### src/rtl/core/ecta_pkg.sv
// Package with shared types and constants for the exact cycle time accumulator.
package ecta_pkg;

    // Width of the stored time; the largest time is 2^TIME_WIDTH - 1 ns.
    localparam int unsigned TIME_WIDTH = 64;
    // Width of the cycle count, the registers and the phase.
    localparam int unsigned WORD_W     = 64;
    // Number of bit steps of the shift-add multiply and of the restoring divide.
    localparam int unsigned STEPS      = WORD_W;
    localparam int unsigned CNT_W      = $clog2(STEPS);
    localparam int unsigned ADDR_W     = 4;

    localparam logic [WORD_W-1:0] TIME_LIMIT =
        {WORD_W{1'b1}} >> (WORD_W - TIME_WIDTH);

    // Result status codes.
    localparam logic [1:0] ST_OK       = 2'd0;
    localparam logic [1:0] ST_INVALID  = 2'd1;
    localparam logic [1:0] ST_CAPACITY = 2'd2;

    // Register indexes.
    localparam logic REG_PHASE_MODULUS = 1'b0;
    localparam logic REG_NS_STEP_NUM   = 1'b1;

    // Configuration values handed from the register block to the core.
    typedef struct packed {
        logic [WORD_W-1:0] phase_modulus;
        logic [WORD_W-1:0] ns_step_numerator;
    } t_cfg;

    // Control of the shared adder: invert operand b and carry in.
    typedef struct packed {
        logic inv;
        logic cin;
    } t_alu_op;

endpackage

### src/rtl/core/ecta_alu.sv
// Shared 65-bit adder and subtractor used by every step of the sequencer.
module ecta_alu (
    input  logic [ecta_pkg::WORD_W:0]   i_a,
    input  logic [ecta_pkg::WORD_W:0]   i_b,
    input  ecta_pkg::t_alu_op           i_op,
    output logic [ecta_pkg::WORD_W+1:0] o_sum
);
    import ecta_pkg::*;

    logic [WORD_W:0] w_b;

    // With inv and cin set, o_sum is a - b and the top bit is the no-borrow flag.
    assign w_b   = i_op.inv ? ~i_b : i_b;
    assign o_sum = {1'b0, i_a} + {1'b0, w_b} + {{(WORD_W+1){1'b0}}, i_op.cin};

endmodule

### src/rtl/core/ecta_cfg.sv
// APB-style configuration registers of the exact cycle time accumulator.
module ecta_cfg (
    input  logic                        i_clk,
    input  logic                        i_rst_n,
    input  logic                        psel,
    input  logic                        penable,
    input  logic                        pwrite,
    input  logic [ecta_pkg::ADDR_W-1:0] paddr,
    input  logic [ecta_pkg::WORD_W-1:0] pwdata,
    output logic [ecta_pkg::WORD_W-1:0] prdata,
    output logic                        pready,
    output ecta_pkg::t_cfg              o_cfg
);
    import ecta_pkg::*;

    logic [WORD_W-1:0] r_phase_modulus;
    logic [WORD_W-1:0] r_ns_step_numerator;
    logic              w_wr;
    logic              w_idx;

    assign pready = 1'b1;
    assign w_wr   = psel && penable && pwrite;
    // Registers sit at byte addresses 0 and 8.
    assign w_idx  = paddr[3];

    always_ff @(posedge i_clk) begin
        if (!i_rst_n) begin
            r_phase_modulus     <= WORD_W'(1);
            r_ns_step_numerator <= WORD_W'(1);
        end else if (w_wr) begin
            case (w_idx)
                REG_PHASE_MODULUS: r_phase_modulus     <= pwdata;
                REG_NS_STEP_NUM:   r_ns_step_numerator <= pwdata;
                default: ;
            endcase
        end
    end

    always_comb begin
        case (w_idx)
            REG_PHASE_MODULUS: prdata = r_phase_modulus;
            REG_NS_STEP_NUM:   prdata = r_ns_step_numerator;
            default:           prdata = '0;
        endcase
    end

    assign o_cfg.phase_modulus     = r_phase_modulus;
    assign o_cfg.ns_step_numerator = r_ns_step_numerator;

endmodule

### src/rtl/core/exact_cycle_time_accumulator.sv
// Top level of the exact cycle time accumulator: sequencer, state and result register.
//
// The block keeps an exact time as whole nanoseconds plus a phase counted in
// units of 1/phase_modulus ns. Each item carries a cycle count; the block forms
// the 128-bit product of the count and ns_step_numerator, divides it by
// phase_modulus, adds the remainder to the phase (carrying one nanosecond on
// wrap) and adds the quotient and carry to the time. All arithmetic runs on a
// single shared 65-bit adder: 64 shift-add multiply steps, one range check, 64
// restoring divide steps, up to three phase steps and one time step. The block
// takes no new item until the current one has moved into the output register,
// so the next item can be accepted in the same cycle that the result appears;
// the output register may still hold an earlier result while the next item is
// being worked on, and a stalled output register holds the finished item back
// until it is free.
// Status 1 flags a zero register or a phase not below the modulus, status 2 a
// quotient or time beyond the time capacity; on either the state is unchanged
// and the result carries the unchanged time and phase. Configuration must only
// be written while the block is idle.
module exact_cycle_time_accumulator (
    input  logic                        i_clk,
    input  logic                        i_rst_n,
    // Configuration port.
    input  logic                        psel,
    input  logic                        penable,
    input  logic                        pwrite,
    input  logic [ecta_pkg::ADDR_W-1:0] paddr,
    input  logic [ecta_pkg::WORD_W-1:0] pwdata,
    output logic [ecta_pkg::WORD_W-1:0] prdata,
    output logic                        pready,
    // Input item channel.
    input  logic                        i_in_valid,
    output logic                        o_in_ready,
    input  logic [ecta_pkg::WORD_W-1:0] i_cycle_count,
    // Result item channel.
    output logic                        o_out_valid,
    input  logic                        i_out_ready,
    output logic [1:0]                  o_status,
    output logic [ecta_pkg::WORD_W-1:0] o_time_ns,
    output logic [ecta_pkg::WORD_W-1:0] o_time_phase
);
    import ecta_pkg::*;

    typedef enum logic [8:0] {
        S_IDLE  = 9'b000000001,
        S_MUL   = 9'b000000010,
        S_CHKHI = 9'b000000100,
        S_DIV   = 9'b000001000,
        S_PHD   = 9'b000010000,
        S_PHC   = 9'b000100000,
        S_PHA   = 9'b001000000,
        S_TIME  = 9'b010000000,
        S_DONE  = 9'b100000000
    } t_state;

    t_cfg              w_cfg;
    t_alu_op           w_op;
    logic [WORD_W:0]   w_a;
    logic [WORD_W:0]   w_b;
    logic [WORD_W+1:0] w_sum;
    logic              w_ge;
    logic              w_last;
    logic              w_accept;
    logic              w_invalid;
    logic              w_load_out;
    logic              w_over;

    t_state            r_state,   n_state;
    logic [CNT_W-1:0]  r_cnt,     n_cnt;
    // r_hi holds the product's high word, then the remainder.
    // r_lo holds the multiplier and product's low word, then the quotient.
    logic [WORD_W-1:0] r_hi,      n_hi;
    logic [WORD_W-1:0] r_lo,      n_lo;
    logic [WORD_W-1:0] r_tmp,     n_tmp;
    logic [WORD_W-1:0] r_newph,   n_newph;
    logic              r_carry,   n_carry;
    logic [1:0]        r_status,  n_status;
    logic [WORD_W-1:0] r_elapsed, n_elapsed;
    logic [WORD_W-1:0] r_phase,   n_phase;
    logic              r_out_valid;
    logic [1:0]        r_o_status;
    logic [WORD_W-1:0] r_o_ns;
    logic [WORD_W-1:0] r_o_phase;

    ecta_cfg u_cfg (
        .i_clk   (i_clk),
        .i_rst_n (i_rst_n),
        .psel    (psel),
        .penable (penable),
        .pwrite  (pwrite),
        .paddr   (paddr),
        .pwdata  (pwdata),
        .prdata  (prdata),
        .pready  (pready),
        .o_cfg   (w_cfg)
    );

    ecta_alu u_alu (
        .i_a   (w_a),
        .i_b   (w_b),
        .i_op  (w_op),
        .o_sum (w_sum)
    );

    assign o_in_ready = (r_state == S_IDLE);
    assign w_accept   = i_in_valid && o_in_ready;
    assign w_invalid  = (w_cfg.phase_modulus == '0) || (w_cfg.ns_step_numerator == '0) ||
                        (r_phase >= w_cfg.phase_modulus);
    assign w_last     = (r_cnt == CNT_W'(STEPS - 1));
    // After a subtraction the top bit of the sum says a >= b.
    assign w_ge       = w_sum[WORD_W+1];
    assign w_load_out = (r_state == S_DONE) && (!r_out_valid || i_out_ready);
    // The quotient alone, or the new time, does not fit the time capacity.
    assign w_over     = ((r_lo & ~TIME_LIMIT) != '0) ||
                        (w_sum[WORD_W+1:WORD_W] != 2'b00) ||
                        ((w_sum[WORD_W-1:0] & ~TIME_LIMIT) != '0);

    // Operand selection for the shared adder.
    always_comb begin
        w_a = {1'b0, r_hi};
        w_b = {1'b0, w_cfg.phase_modulus};
        w_op.inv = 1'b1;
        w_op.cin = 1'b1;
        case (r_state)
            S_MUL: begin
                w_b = r_lo[0] ? {1'b0, w_cfg.ns_step_numerator} : '0;
                w_op.inv = 1'b0;
                w_op.cin = 1'b0;
            end
            S_CHKHI: ;
            S_DIV: begin
                w_a = {r_hi, r_lo[WORD_W-1]};
            end
            S_PHD: begin
                w_a = {1'b0, w_cfg.phase_modulus};
                w_b = {1'b0, r_hi};
            end
            S_PHC: begin
                w_a = {1'b0, r_phase};
                w_b = {1'b0, r_tmp};
            end
            S_PHA: begin
                w_a = {1'b0, r_phase};
                w_b = {1'b0, r_hi};
                w_op.inv = 1'b0;
                w_op.cin = 1'b0;
            end
            S_TIME: begin
                w_a = {1'b0, r_elapsed};
                w_b = {1'b0, r_lo};
                w_op.inv = 1'b0;
                w_op.cin = r_carry;
            end
            default: ;
        endcase
    end

    // Sequencer.
    always_comb begin
        n_state   = r_state;
        n_cnt     = r_cnt;
        n_hi      = r_hi;
        n_lo      = r_lo;
        n_tmp     = r_tmp;
        n_newph   = r_newph;
        n_carry   = r_carry;
        n_status  = r_status;
        n_elapsed = r_elapsed;
        n_phase   = r_phase;
        case (r_state)
            S_IDLE: begin
                if (w_accept) begin
                    n_hi  = '0;
                    n_lo  = i_cycle_count;
                    n_cnt = '0;
                    if (w_invalid) begin
                        n_status = ST_INVALID;
                        n_state  = S_DONE;
                    end else begin
                        n_state = S_MUL;
                    end
                end
            end
            S_MUL: begin
                // Add the multiplicand when the low bit is set, then shift right.
                n_hi  = w_sum[WORD_W:1];
                n_lo  = {w_sum[0], r_lo[WORD_W-1:1]};
                n_cnt = r_cnt + CNT_W'(1);
                if (w_last) begin
                    n_state = S_CHKHI;
                end
            end
            S_CHKHI: begin
                n_cnt = '0;
                if (w_ge) begin
                    n_status = ST_CAPACITY;
                    n_state  = S_DONE;
                end else begin
                    n_state = S_DIV;
                end
            end
            S_DIV: begin
                // Shift one dividend bit in, subtract the modulus when it fits.
                n_hi  = w_ge ? w_sum[WORD_W-1:0] : w_a[WORD_W-1:0];
                n_lo  = {r_lo[WORD_W-2:0], w_ge};
                n_cnt = r_cnt + CNT_W'(1);
                if (w_last) begin
                    n_state = S_PHD;
                end
            end
            S_PHD: begin
                n_tmp   = w_sum[WORD_W-1:0];
                n_state = S_PHC;
            end
            S_PHC: begin
                if (w_ge) begin
                    n_newph = w_sum[WORD_W-1:0];
                    n_carry = 1'b1;
                    n_state = S_TIME;
                end else begin
                    n_state = S_PHA;
                end
            end
            S_PHA: begin
                n_newph = w_sum[WORD_W-1:0];
                n_carry = 1'b0;
                n_state = S_TIME;
            end
            S_TIME: begin
                if (w_over) begin
                    n_status = ST_CAPACITY;
                end else begin
                    n_status  = ST_OK;
                    n_elapsed = w_sum[WORD_W-1:0];
                    n_phase   = r_newph;
                end
                n_state = S_DONE;
            end
            S_DONE: begin
                if (w_load_out) begin
                    n_state = S_IDLE;
                end
            end
            default: n_state = S_IDLE;
        endcase
    end

    always_ff @(posedge i_clk) begin
        if (!i_rst_n) begin
            r_state     <= S_IDLE;
            r_cnt       <= '0;
            r_carry     <= 1'b0;
            r_status    <= ST_OK;
            r_elapsed   <= '0;
            r_phase     <= '0;
            r_out_valid <= 1'b0;
        end else begin
            r_state   <= n_state;
            r_cnt     <= n_cnt;
            r_carry   <= n_carry;
            r_status  <= n_status;
            r_elapsed <= n_elapsed;
            r_phase   <= n_phase;
            if (w_load_out) begin
                r_out_valid <= 1'b1;
            end else if (i_out_ready) begin
                r_out_valid <= 1'b0;
            end
        end
    end

    always_ff @(posedge i_clk) begin
        r_hi    <= n_hi;
        r_lo    <= n_lo;
        r_tmp   <= n_tmp;
        r_newph <= n_newph;
        if (w_load_out) begin
            r_o_status <= r_status;
            r_o_ns     <= r_elapsed;
            r_o_phase  <= r_phase;
        end
    end

    assign o_out_valid  = r_out_valid;
    assign o_status     = r_o_status;
    assign o_time_ns    = r_o_ns;
    assign o_time_phase = r_o_phase;

endmodule

### config.mk
export PLATFORM = sky130hd
export DESIGN_NAME = exact_cycle_time_accumulator
export DESIGN_NICKNAME = d
export VERILOG_FILES = /design/src/rtl/core/ecta_pkg.sv /design/src/rtl/core/ecta_alu.sv /design/src/rtl/core/ecta_cfg.sv /design/src/rtl/core/exact_cycle_time_accumulator.sv
export SDC_FILE = /design/constraint.sdc
export NUM_CORES = 2
export LEC_CHECK = 0
export ABC_AREA = 0
export BUFFER_PORTS_ARGS = -buffer_cell sky130_fd_sc_hd__clkbuf_2
export CAP_MARGIN = 5
export CORE_MARGIN = 2
export CORE_UTILIZATION = 29
export DETAILED_ROUTE_END_ITERATION = 6
export PLACE_DENSITY = 0.52
export SLEW_MARGIN = 0
export SYNTH_ARGS = -nofsm -noshare
export SYNTH_HDL_FRONTEND = slang
export SYNTH_HIERARCHICAL = 1
export SYNTH_SLANG_ARGS = --single-unit
### constraint.sdc
create_clock -name i_clk -period 8.61 [get_ports i_clk]
set_input_delay 0.4305 -clock i_clk [delete_from_list [all_inputs] [get_ports i_clk]]
set_output_delay 0.4305 -clock i_clk [all_outputs]
set_load 0.02 [all_outputs]
# Word level (Yosys, flattened, before mapping)
# Cells that the tools add are included.
# word_totals
output_inout_bits	197
elab_cells	100
in_bits	139
reg_bits	661
# classes
bitwise	3
order_cmp	1
n_mux	32
n_addsub	3
reduce_logical	28
eq_ne	17
# ops
op	count
$pmux 64 s3	2
$mux 64	5
$pmux 65 s4	1
$pmux 64 s2	2
$pmux 64 s4	1
$logic_not 64->1	2
$pmux 9 s9	1
$add 65x65->66	1
$add 66x1->66	1
$mux 65	1
$not 64->65	1
$ge 64x64->1	1
$mux 9	6
$pmux 6 s3	1
$reduce_and 2->1	6
$ne 2x2->1 const B	5
$eq 9x1->1 const B	1
$eq 9x2->1 const B	1
$eq 9x3->1 const B	1
$eq 9x4->1 const B	1
$eq 9x5->1 const B	1
$eq 9x6->1 const B	1
$eq 9x7->1 const B	1
$eq 9x8->1 const B	1
other kinds (19)	39

# Longest topological paths before layout
# depth
depth_word	10
mapped_depth	29
ltp_nobuf	24

# Hierarchy
# Netlist, hierarchy kept.
# by_module_without_submodules
module	cells_each	instances	seq_area_each_um2	area_each_um2
exact_cycle_time_accumulator	2381	1	14533.9	25159.1
ecta_cfg	558	1	2562.5	5590.4
ecta_alu	594	1	0.0	4310.4

# Worst setup path before layout
# Ideal clock, no wire load.
# synth_timing
kind	register to register
start	reg r_state[8]
end	reg r_hi[0] (enable)
path_stages_with_launch	7
t_arrival_ns	6.877
period_less_slack_ns	7.494
n_path_buf	1
t_required_ns	7.993
path_slack_ns	1.116
setup_time_ns	0.617
cell_sequence	dfxtp_1 or4b_1 nor3_4 or2_1 buf_2 nor2_1 nor2_1
# synth_via
elab_chain_len	4
elab_cells_between_ends	7
classes_between	eq/ne (4); reduce/logical (3)
# synth_rtl
item	line_no	rtl
start: declaration	exact_cycle_time_accumulator.sv:67	t_state r_state, n_state;
start signal: assignment	exact_cycle_time_accumulator.sv:257	r_state <= n_state;
$eq 9x1->1	exact_cycle_time_accumulator.sv:104, exact_cycle_time_accumulator.sv:169	
$logic_and 1x1->1	exact_cycle_time_accumulator.sv:105	assign w_accept = i_in_valid && o_in_ready;
$ne 2x1->1 (no source line)	n/a	
$reduce_and 2->1 (no source line) (*)	n/a	
end signal: assignment	exact_cycle_time_accumulator.sv:272	r_hi <= n_hi;
end: declaration	exact_cycle_time_accumulator.sv:71	logic [WORD_W-1:0] r_hi, n_hi;
# Mark *: on every way between the ends. The rest lies on a longest branch, timed or not.
# A chain may end at the register's enable or synchronous reset.

# Worst setup path in the final report
# layout_timing
start	reg r_state[3]
end	reg r_elapsed[30]
# layout_via
elab_cells_between_ends	19
classes_between	add/sub (2); eq/ne (6); mux (4); bitwise (2); reduce/logical (5)
# layout_lines
item	line_no	rtl
$eq 9x6->1 or $eq 9x7->1 (tied branches)	exact_cycle_time_accumulator.sv:123	case (r_state)
$reduce_or 2->1 (no source line)	n/a	
$pmux 65 s4 (*)	exact_cycle_time_accumulator.sv:123	
net w_a[47]	exact_cycle_time_accumulator.sv:57	logic [WORD_W:0] w_a;
$add 65x65->66 (*)	ecta_alu.sv:14	assign o_sum = {1'b0, i_a} + {1'b0, w_b} + {{(WORD_W+1){1'b0}}, i_op.cin};
$add 66x1->66 (*)	ecta_alu.sv:14	
net w_sum[64]	exact_cycle_time_accumulator.sv:59	logic [WORD_W+1:0] w_sum;
$reduce_bool 2->1 (*)	exact_cycle_time_accumulator.sv:114	(w_sum[WORD_W+1:WORD_W] != 2'b00) ||
$not 1->1 (no source line) (*)	n/a	
$reduce_and 2->1 (no source line) (*)	n/a	
end signal: assignment	exact_cycle_time_accumulator.sv:261	r_elapsed <= n_elapsed;
end: declaration	exact_cycle_time_accumulator.sv:77	logic [WORD_W-1:0] r_elapsed, n_elapsed;
# Mark *: on every way through the listed nets, which the timed path passes. The rest lies on a longest branch.

==> impl_metrics.csv <==
group,metric,value,unit
outcome,status,"complete, but fails checks",
outcome,violations,"design-rule violations",
floorplanning,die_area,124000,µm²
floorplanning,die_x,352,µm
min_path,hold_depth,3,
global_route,grt_first_pass_wirelength,188,mm
cts,cts_buffers,77,
worst_setup_path,critPathKind,"flip-flop to flip-flop",
sta,worstMarginPinSlew,1.16,ns
sta,max_freq,136,MHz
min_path,hp-class,"input pin to flip-flop",
worst_setup_path,critPathSlowestCell,"a2111oi_2",
worst_setup_path,path_delay_family,"simple AND/OR/NAND/NOR gates",
sta,rsz0062_at_grt,"false",
cts,clk_pin_slew_worst_paths,0.06,ns
detailed_routing,ant_nets,0,
worst_setup_path,startpoint_type,"flip-flop",
layout,mostFrequentLayoutCells,"nand2_1 (788), edfxtp_1 (386), clkbuf_2 (329)",
run,cap_violations,0,
floorplanning,io-pin-count,336,
detailed_routing,wl_per_cell,23.7,µm
detailed_routing,dr.pass1.iters,7,
cts,worstSkewPairLatency,0.66,ns
layout,layout-drive-gt1-share,16.5,%
synth,yosysSeqAreaShare,48.8,%
synth,ys.flop_type,"edfxtp_1",
synth,synth_edf_count,386,
synth,netlist_area,35100,µm²
sta,slew_headroom,21.8,%
cts,cts_tree,"built",
worst_setup_path,reg2reg_slack,1.27,ns
layout,design_area,40800,µm²
worst_setup_path,worstPathMaxFanout,88,
synth,synth_fp_nets,3803,
detailed_routing,vias,29075,
sta,setup_violations,0,
power_and_ir_drop,cellPowerDensity,314,nW/µm²
layout,area_growth,16.4,%
synth,ys_warn_count,6,
detailed_routing,wl,128,mm
synth,synthArstFlopShare,0,%
floorplanning,die_h,352,µm
detailed_routing,vias_per_cell,5.36,
worst_setup_path,r2r_end,"r_elapsed[30]$_SDFFE_PN0P_",
floorplanning,row_count,127,
synth,syn_inst,3533,
cts,htreeDepth,3,
worst_setup_path,cp_num_buf_inv,3,
floorplanning,start_util,29.2,%
layout,layout.nets,4019,
layout,multi_input_area,16600,µm²
cts,cts.sinks,661,
layout,final_util,34.0,%
sta,fin_crit,7.34,ns
global_route,gr-total-overflow,0,
cts,cts_buffer_depth,3,
synth,ys_seq_elements,661,
worst_setup_path,critPathRequiredTime,9.18,ns
cts,cts_setup_buffers,0,
worst_setup_path,worstPathCellList,"nor3_1, nand3b_1, a21oi_4, buf_4, nor3_1, nand2_4, buf_4, a21oi_1, ha_1, nand4_1, or4_1, a2111oi_2, a21oi_2, o21ai_4, a32oi_1, o211ai_2, xor2_1, nor2_1, nand2_4, buf_12, nand2_1, a21boi_0",
layout,n_fill_cell,12316,
placed_design,dp_hpwl,90.9,mm
global_route,track_usage,20.2,%
global_route,antenna_found_initial,2,
sta,slew_viol_final,0,
power_and_ir_drop,ir_drop,0.239,mV
worst_setup_path,worst-r2r-cell-count,22,
sta,finalHoldViolCount,0,
placed_design,place_inst,5279,
detailed_routing,drc,7,
synth,syn-mean-instance-area,9.92,µm²
layout,ff_latch_area,17100,µm²
worst_setup_path,r2r-start,"r_state[3]$_SDFFE_PN0P_",
cts,cts_hold_buf,3,
cts,cts_root_buf,"clkbuf_16",
sta,hold_slack,0.0413,ns
synth,yosysUniqueCellTypes,90,
power_and_ir_drop,power.leakage,0.0155,µW
sta,min_period_over_period,85.3,%
layout,layout.cells.non_filler,5424,
placed_design,port_buffers,331,
cts,cts_resized,0,
global_route,first_global_vias,27832,
worst_setup_path,cp_slowest_stage_delay,0.65,ns
placed_design,post_dp_cell_area,38200,µm²
placed_design,gp_congestion,0.850,
global_route,grt_max_degree,174,
sta,worst_clock_skew,0.0287,ns
min_path,hp-start,"pwdata[60]",
min_path,min_to,"u_cfg/r_phase_modulus[60]$_SDFFE_PN0P_",
detailed_routing,initialDrtViolationCount,2671,
floorplanning,core,120000,µm²
worst_setup_path,endpoint_kind,"flip-flop",
worst_setup_path,cp.arrival,7.91,ns
layout,final_common_cell,"nand2_1",
sta,fin_tns_setup,0,ns
[kinds of logic after synthesis]
| group | count (synthesis) | share of synthesized area (%) |
|---|---|---|
| AO/OA/AOI/OAI | 854 | 18.3 |
| XOR/XNOR | 127 | 3.17 |
| adder cells (fa/ha/maj) | 131 | 4.72 |
| buffers and inverters | 333 | 4.12 |
| flip-flops | 661 | 48.8 |
| multiplexers | 202 | 6.00 |
| other | 2 | 0.0214 |
| AND/OR/NAND/NOR | 1223 | 14.9 |
[metrics by stage]
step / total power (µW) / setup slack (ns)
after CTS: 12800 / 1.52
after global routing: 13400 / 0.927
after detailed placement: 9450 / 1.56
final: 12800 / 1.27
after floorplan: 7850 / 1.12
after global placement: 9430 / 1.69
[power by group]
group,internal (µW),total [µW],switching [µW]
clock network,1930,3340,1420
logic,1450,4930,3480
registers,4200,4550,350
[final cells by class]
type                            count  area share [%]
Sequential cell                   661            41.9
Multi-Input combinational cell   2539            40.7
Clock buffer                      107            5.58
Timing Repair Buffer              391            5.46
Tap cell                         1612            4.94
Inverter                           79           0.727
Clock inverter                     33           0.668
Antenna cell                        2          0.0123
[worst register-to-register path, cell delays in order (launching register included)]
cell       delay (ns)
dfxtp_1          0.34
nor3_1           0.41
nand3b_1         0.33
a21oi_4          0.31
buf_4            0.42
nor3_1           0.20
nand2_4          0.32
buf_4            0.47
a21oi_1          0.18
ha_1             0.48
nand4_1          0.26
or4_1            0.52
a2111oi_2        0.65
a21oi_2          0.21
o21ai_4          0.27
a32oi_1          0.15
o211ai_2         0.19
xor2_1           0.34
nor2_1           0.21
nand2_4          0.13
buf_12           0.27
nand2_1          0.40
a21boi_0         0.21
[Yosys cell counts (19+ instances only)]
| master | n | area share [%] |
|---|---|---|
| nor4_1 | 37 | 0.66 |
| mux2i_1 | 138 | 3.9 |
| inv_1 | 79 | 0.85 |
| a222oi_1 | 64 | 1.8 |
| a22o_1 | 116 | 2.9 |
| a21o_1 | 45 | 0.96 |
| xor2_1 | 94 | 2.3 |
| a21boi_0 | 132 | 2.8 |
| nand4_1 | 46 | 0.82 |
| dfxtp_1 | 275 | 16 |
| o31ai_1 | 58 | 1.2 |
| buf_4 | 19 | 0.41 |
| o21ai_0 | 44 | 0.63 |
| buf_2 | 57 | 0.81 |
| a21oi_1 | 151 | 2.2 |
| xnor2_1 | 33 | 0.82 |
| a32oi_1 | 57 | 1.4 |
| clkbuf_1 | 159 | 1.7 |
| nor3_1 | 22 | 0.31 |
| a22oi_1 | 78 | 1.7 |
| nand3_1 | 86 | 1.2 |
| edfxtp_1 | 386 | 33 |
| nand2_1 | 789 | 8.4 |
| nor2_1 | 164 | 1.8 |
| mux2_2 | 64 | 2.1 |
| ha_1 | 129 | 4.6 |
[flip-flops by register name (all words and copies together), names as in the netlist]
register	flops
o_time_ns	64
o_time_phase	64
r_elapsed	64
r_hi	64
r_lo	64
r_newph	64
r_phase	64
r_tmp	64
u_cfg/r_ns_step_numerator	64
u_cfg/r_phase_modulus	64
r_state	9
r_cnt	6
o_status	2
r_status	2
o_out_valid	1
r_carry	1
[per-layer routing]
layer,vias up,track usage [%],wire (µm)
met4,2,4.90,2420
met1,14476,28.0,58000
met2,1000,32.7,59500
li1,13458,-,-
met3,139,3.24,8530
met5,-,0,11
[worst max path at each step]
stage	startpoint	to	slack (ns)	cells after the start
floorplan	r_state[8]$_SDFFE_PN0P_	r_hi[0]$_DFFE_PP_	1.12	6
global placement	r_state[3]$_SDFFE_PN0P_	r_elapsed[36]$_SDFFE_PN0P_	1.69	22
detailed placement	r_state[3]$_SDFFE_PN0P_	r_elapsed[30]$_SDFFE_PN0P_	1.56	22
CTS	r_state[3]$_SDFFE_PN0P_	r_elapsed[30]$_SDFFE_PN0P_	1.52	22
global route	r_state[3]$_SDFFE_PN0P_	r_phase[34]$_SDFFE_PN0P_	0.93	22
finish	r_state[3]$_SDFFE_PN0P_	r_elapsed[30]$_SDFFE_PN0P_	1.27	22
Note: power is estimated with default switching activity, not from simulation.
